===== config.mk =====
export PLATFORM = sky130hd
export DESIGN_NAME = rdr_back
export DESIGN_NICKNAME = d
export VERILOG_FILES = /design/src/rtl/core/rdr_pkg.sv /design/src/rtl/core/rdr_back.sv
export SDC_FILE = /design/constraint.sdc
export NUM_CORES = 2
export LEC_CHECK = 0
export ABC_AREA = 1
export ABC_CLOCK_PERIOD_IN_PS = 7000
export BUFFER_PORTS_ARGS = -buffer_cell sky130_fd_sc_hd__buf_2
export CORE_ASPECT_RATIO = 1.4
export CORE_UTILIZATION = 60
export CTS_BUF_LIST = sky130_fd_sc_hd__clkbuf_8
export DETAILED_ROUTE_END_ITERATION = 10
export PLACE_DENSITY = 0.85
export SETUP_SLACK_MARGIN = 0.4
export SKIP_LAST_GASP = 1
export SYNTH_ARGS = -nofsm -noshare
export SYNTH_HDL_FRONTEND = slang
export SYNTH_SLANG_ARGS = --single-unit

===== constraint.sdc =====
create_clock -name clk -period 7 [get_ports clk]
set_clock_uncertainty 0.1 [all_clocks]
set_input_delay 0.7 -clock clk [delete_from_list [all_inputs] [get_ports clk]]
set_output_delay 0.7 -clock clk [all_outputs]
set_load 0.01 [all_outputs]

===== src/rtl/core/rdr_pkg.sv =====
// Shared types, widths, register codes and saturation helpers for the radial remap.
// No dependencies; every other file in rtl/core imports this package.
`default_nettype none

package rdr_pkg;

	localparam int PIX_W     = 12;  // integer pixel coordinate
	localparam int CTR_W     = 20;  // centre, unsigned Q12.8
	localparam int INVF_W    = 24;  // reciprocal focal, unsigned Q0.24
	localparam int COEF_W    = 24;  // radial coefficient, signed Q3.20
	localparam int SIDE_W    = 13;  // image side in pixels
	localparam int CRD_W     = 24;  // source coordinate, signed Q15.8
	localparam int DIFF_W    = 21;  // centred offset, signed Q.8
	localparam int R2_W      = 27;  // squared radius, unsigned Q.20
	localparam int POLY_W    = 32;  // polynomial value, signed Q.20
	localparam int CFG_IDX_W = 3;
	localparam int CFG_DAT_W = 24;

	localparam int NUM_TERMS_DEF = 3;
	localparam int MAX_SIDE_DEF  = 4096;

	typedef enum logic [CFG_IDX_W-1:0] {
		REG_CENTER_X,
		REG_CENTER_Y,
		REG_INV_FOCAL,
		REG_COEF_K1,
		REG_COEF_K2,
		REG_COEF_K3,
		REG_IMAGE_WIDTH,
		REG_IMAGE_HEIGHT
	} cfg_reg_t;

	// Per-item data that rides along with the radius and polynomial.
	typedef struct packed {
		logic signed [DIFF_W-1:0] dx;
		logic signed [DIFF_W-1:0] dy;
		logic [PIX_W-1:0]         pix_x;
		logic [PIX_W-1:0]         pix_y;
	} side_t;

	// Register code of radial term i (0 is k1).
	function automatic cfg_reg_t coef_reg(input int term);
		cfg_reg_t code;
		unique case (term)
			1:       code = REG_COEF_K2;
			2:       code = REG_COEF_K3;
			default: code = REG_COEF_K1;
		endcase
		return code;
	endfunction

	function automatic logic signed [CRD_W-1:0] sat24(input logic signed [63:0] v);
		logic signed [CRD_W-1:0] r;
		if (v > 64'sd8388607)
			r = 24'sh7FFFFF;
		else if (v < -64'sd8388608)
			r = 24'sh800000;
		else
			r = v[CRD_W-1:0];
		return r;
	endfunction

	function automatic logic signed [POLY_W-1:0] sat32(input logic signed [63:0] v);
		logic signed [POLY_W-1:0] r;
		if (v > 64'sd2147483647)
			r = 32'sh7FFFFFFF;
		else if (v < -64'sd2147483648)
			r = 32'sh80000000;
		else
			r = v[POLY_W-1:0];
		return r;
	endfunction

endpackage

`default_nettype wire


===== src/rtl/core/rdr_back.sv =====
// Back end: displacement d*p, recentring, saturation and the inside test.
// Three register stages advancing on adv; inside flag is combinational. Depends on rdr_pkg.
`default_nettype none

module rdr_back (
	input  wire logic                             clk,
	input  wire logic                             arst_n,
	input  wire logic                             adv,
	input  wire logic                             in_valid,
	input  wire logic signed [rdr_pkg::POLY_W-1:0] p_in,
	input  wire rdr_pkg::side_t                   side_in,
	input  wire logic [rdr_pkg::CTR_W-1:0]         center_x,
	input  wire logic [rdr_pkg::CTR_W-1:0]         center_y,
	input  wire logic [rdr_pkg::SIDE_W-1:0]        width_cl,
	input  wire logic [rdr_pkg::SIDE_W-1:0]        height_cl,
	output logic                                  out_valid,
	output logic signed [rdr_pkg::CRD_W-1:0]       src_x,
	output logic signed [rdr_pkg::CRD_W-1:0]       src_y,
	output logic                                  in_image
);
	import rdr_pkg::*;

	logic v_s1, v_s2, v_s3;
	side_t side_s1, side_s2;
	logic signed [52:0] mx_s1, my_s1;
	logic signed [32:0] disp_x_s2, disp_y_s2;
	logic signed [CRD_W-1:0] sx_s3, sy_s3;

	logic signed [52:0] rnd_x_c, rnd_y_c, sh_x_c, sh_y_c;
	logic signed [35:0] sum_x_c, sum_y_c;

	assign rnd_x_c = mx_s1 + 53'sd524288;
	assign rnd_y_c = my_s1 + 53'sd524288;
	assign sh_x_c  = rnd_x_c >>> 20;
	assign sh_y_c  = rnd_y_c >>> 20;

	assign sum_x_c = 36'($signed({1'b0, side_s2.pix_x, 8'b0})) + 36'(disp_x_s2)
		- 36'($signed({1'b0, width_cl, 7'b0})) + 36'($signed({1'b0, center_x}));
	assign sum_y_c = 36'($signed({1'b0, side_s2.pix_y, 8'b0})) + 36'(disp_y_s2)
		- 36'($signed({1'b0, height_cl, 7'b0})) + 36'($signed({1'b0, center_y}));

	always_ff @(posedge clk or negedge arst_n) begin
		if (!arst_n) begin
			v_s1 <= 1'b0;
			v_s2 <= 1'b0;
			v_s3 <= 1'b0;
		end else if (adv) begin
			v_s1 <= in_valid;
			v_s2 <= v_s1;
			v_s3 <= v_s2;
		end
	end

	always_ff @(posedge clk) begin
		if (adv) begin
			mx_s1   <= $signed(side_in.dx) * p_in;
			my_s1   <= $signed(side_in.dy) * p_in;
			side_s1 <= side_in;

			disp_x_s2 <= sh_x_c[32:0];
			disp_y_s2 <= sh_y_c[32:0];
			side_s2   <= side_s1;

			sx_s3 <= sat24(64'(sum_x_c));
			sy_s3 <= sat24(64'(sum_y_c));
		end
	end

	// Lower bound of -1 pixel matches truncation toward zero downstream.
	assign in_image = (sx_s3 > -24'sd256) && (sy_s3 > -24'sd256)
		&& (25'(sx_s3) < $signed({4'b0, width_cl, 8'b0}))
		&& (25'(sy_s3) < $signed({4'b0, height_cl, 8'b0}));

	assign out_valid = v_s3;
	assign src_x     = sx_s3;
	assign src_y     = sy_s3;

endmodule

`default_nettype wire


==> results_dict.tcl <==
set metrics [dict create \
    end_kind "register" \
    clk-insertion-delay-late_ns 0.59 \
    gp_congestion 1.01 \
    ys.flop_type "edfxtp_1" \
    rrSetupSlack_ns 2.81 \
    avgSynthCellArea_um2 7.92 \
    fmax_ghz 0.154 \
    synthTopCellsByArea "fa_1, inv_1, nand2_1" \
    yosysTopAreaCellShare_pct 42.1 \
    grt_pass1_vias 59700 \
    grt_max_degree 96 \
    synth_nets 10300 \
    grt_pass1_wl_um 303000 \
    reg2regPathDepth 18 \
    fp.dieW_um 282 \
    rsz0062_at_grt "yes" \
    maxCapViolations 0 \
    hold_slack_ns 0.182 \
    drt-pass1-iter-count 8 \
    cts_sinks 233 \
    syn_to_final_growth_pct 13.3 \
    ys_seq_area_share_pct 10.6 \
    io_pins 218 \
    path_max_fanout 22 \
    fp-row-count 143 \
    clockBufferDepth 3 \
    drv_slew 0 \
    wl_met2_um 94700 \
    holdCritStartpoint "side_in[18]" \
    rr_startpoint "side_s2[12]$_DFFE_PP_" \
    worst_pin_slew_ns 1.22 \
    met1_length_um 67600 \
    antenna_found_initial 4 \
    yosys_register_bits 233 \
    setup_viol 0 \
    cts_buffers 35 \
    port_buffers 217 \
    hp-class "input port to register" \
    grt.overflow.total 0 \
    synth_edf_count 230 \
    dieArea_um2 111000 \
    synthDistinctLibCells 58 \
    wl_per_cell_um 18.1 \
    dpl.hpwl_um 162000 \
    core_area_um2 109000 \
    place_area_um2 73500 \
    cp.required_ns 7.21 \
    layout-drive-gt1-share_pct 12.3 \
    met3_wirelength_um 12600 \
    root_buffer "clkbuf_8" \
    min_period_ns 6.50 \
    syn_inst 8330 \
    cts_tree "done" \
    start_util_pct 60.7 \
    cp-start-kind "input port" \
    routed-via-count 54600 \
    critical_path_arrival_ns 6.70 \
    synth_warnings 0 \
    fin_nets 10900 \
    ant_nets 0 \
    r2r_end "src_x[1]$_SDFFCE_PN1P_" \
    worst_hold_path.endpoint "side_s1[18]$_DFFE_PP_" \
    async_flop_share_pct 1.29 \
    crit_type "input port to register" \
    route.detailed.drc 0 \
    clk_pin_slew_ns 0.07 \
    yosysTopAreaCell "fa_1" \
    post-route-period-util_pct 92.8 \
    grt_use_total_pct 35.1 \
    finalHoldViolations 0 \
    vias_per_cell 5.25 \
    synth_area_um2 66000 \
    routed_wl_um 189000 \
    top_layer "met4" \
    outcome "finished, final reports clean" \
    fin_area_um2 74800 \
    final_cell_mix "inv_1, nand2_1, fa_1" \
    die_y_um 394 \
    max_slew_margin_pct 18.0 \
    mostFrequentLayoutCell "inv_1" \
    hold_depth 1 \
    cts_max_level 2 \
    drt_iter0_markers 3994 \
]
==> critical path, stage by stage <==
cell and delay, ns:
buf_2 0.11, buf_12 0.22, buf_4 0.19, buf_4 0.16, nand2_1 0.08, fa_1 0.51
inv_1 0.05, fa_1 0.55, fa_1 0.44, fa_1 0.54, fa_1 0.45, fa_1 0.56
inv_1 0.07, fa_1 0.50, inv_1 0.04, ha_1 0.34, nand2_1 0.18, nor2_1 0.08
inv_2 0.13, nor2_1 0.08, buf_4 0.13, a21oi_1 0.22, nand3_1 0.16, xor2_2 0.18
==> worst max path at each step <==
stage                           start                  end  slack, ns
after floorplan              p_in[31]  my_s1[52]$_DFFE_PP_       0.30
after global placement       p_in[21]  mx_s1[49]$_DFFE_PP_      -0.27
after detailed placement     p_in[21]  mx_s1[49]$_DFFE_PP_      -0.37
after CTS                 side_in[48]  mx_s1[49]$_DFFE_PP_       0.42
after global routing          p_in[7]  my_s1[52]$_DFFE_PP_       0.33
final                        p_in[19]  mx_s1[39]$_DFFE_PP_       0.50
==> cell usage after synthesis (7+ instances only) <==
cell type / instances
a21o_1: 14
a21oi_1: 231
a31oi_1: 12
and3_1: 9
clkbuf_1: 279
edfxtp_1: 230
fa_1: 1388
ha_1: 400
inv_1: 2658
nand2_1: 2079
nand2_2: 25
nand3_1: 122
nand3b_1: 9
nand4_1: 39
nor2_1: 346
nor2_2: 13
nor3_1: 30
nor3_2: 8
nor4_1: 20
o21a_1: 21
o21ai_0: 110
o21bai_1: 17
or2_2: 7
xnor2_1: 63
xor2_1: 125
==> cell type report <==
| cell class | instances | area, um^2 |
|---|---|---|
| Sequential cell | 233 | 6980 |
| Fill cell | 8394 | 34000 |
| Timing Repair Buffer | 858 | 6890 |
| Tap cell | 1450 | 1810 |
| Antenna cell | 5 | 12.5 |
| Multi-Input combinational cell | 5142 | 48400 |
| Clock inverter | 26 | 183 |
| Inverter | 2664 | 10000 |
| Clock buffer | 38 | 523 |
==> metrics by stage <==
| step | setup WS (ns) | util (%) | TNS (ns) | cells |
|---|---|---|---|---|
| CTS | 0.416 | 68.3 | 0 | 10400 |
| global route | 0.327 | 68.7 | 0 | 10400 |
| finish | 0.504 | 68.7 | 0 | 10400 |
| detailed placement | -0.366 | 67.6 | -10.22 | 10300 |
| global placement | -0.269 | 67.6 | -5.59 | 10300 |
| floorplan | 0.305 | - | 0 | 8330 |
==> sequential cells by signal, summed over array words and instances, names as in the netlist <==
register / cells
v_s1: 1
my_s1: 34
v_s2: 1
disp_y_s2: 33
src_x: 24
mx_s1: 34
disp_x_s2: 33
side_s1: 24
side_s2: 24
src_y: 24
out_valid: 1
==> per-layer routing <==
metal,vias to the layer above,GRT usage [%]
li1,24800,-
met5,-,0
met2,2442,61.2
met1,26700,40.5
met3,725,4.58
met4,0,21.7
==> timing repair <==
action,in CTS,in global routing
hold buffers,1,0
setup endpoints to repair,12,61
hold endpoints to repair,3,0
gates cloned,0,0
pin swaps,0,17
gates resized for setup,8,151
setup buffers,0,2
==> cells by family after synthesis <==
family | synth area share, %
adder cells (fa/ha/maj) | 49.7
flip-flops | 10.6
AO/OA/AOI/OAI | 3.60
buffers and inverters | 16.9
XOR/XNOR | 2.50
AND/OR/NAND/NOR | 16.7
multiplexers | 0.0171
Power is not shown: default switching activity piles up to over one toggle a cycle in this logic, so the estimate is an artifact.
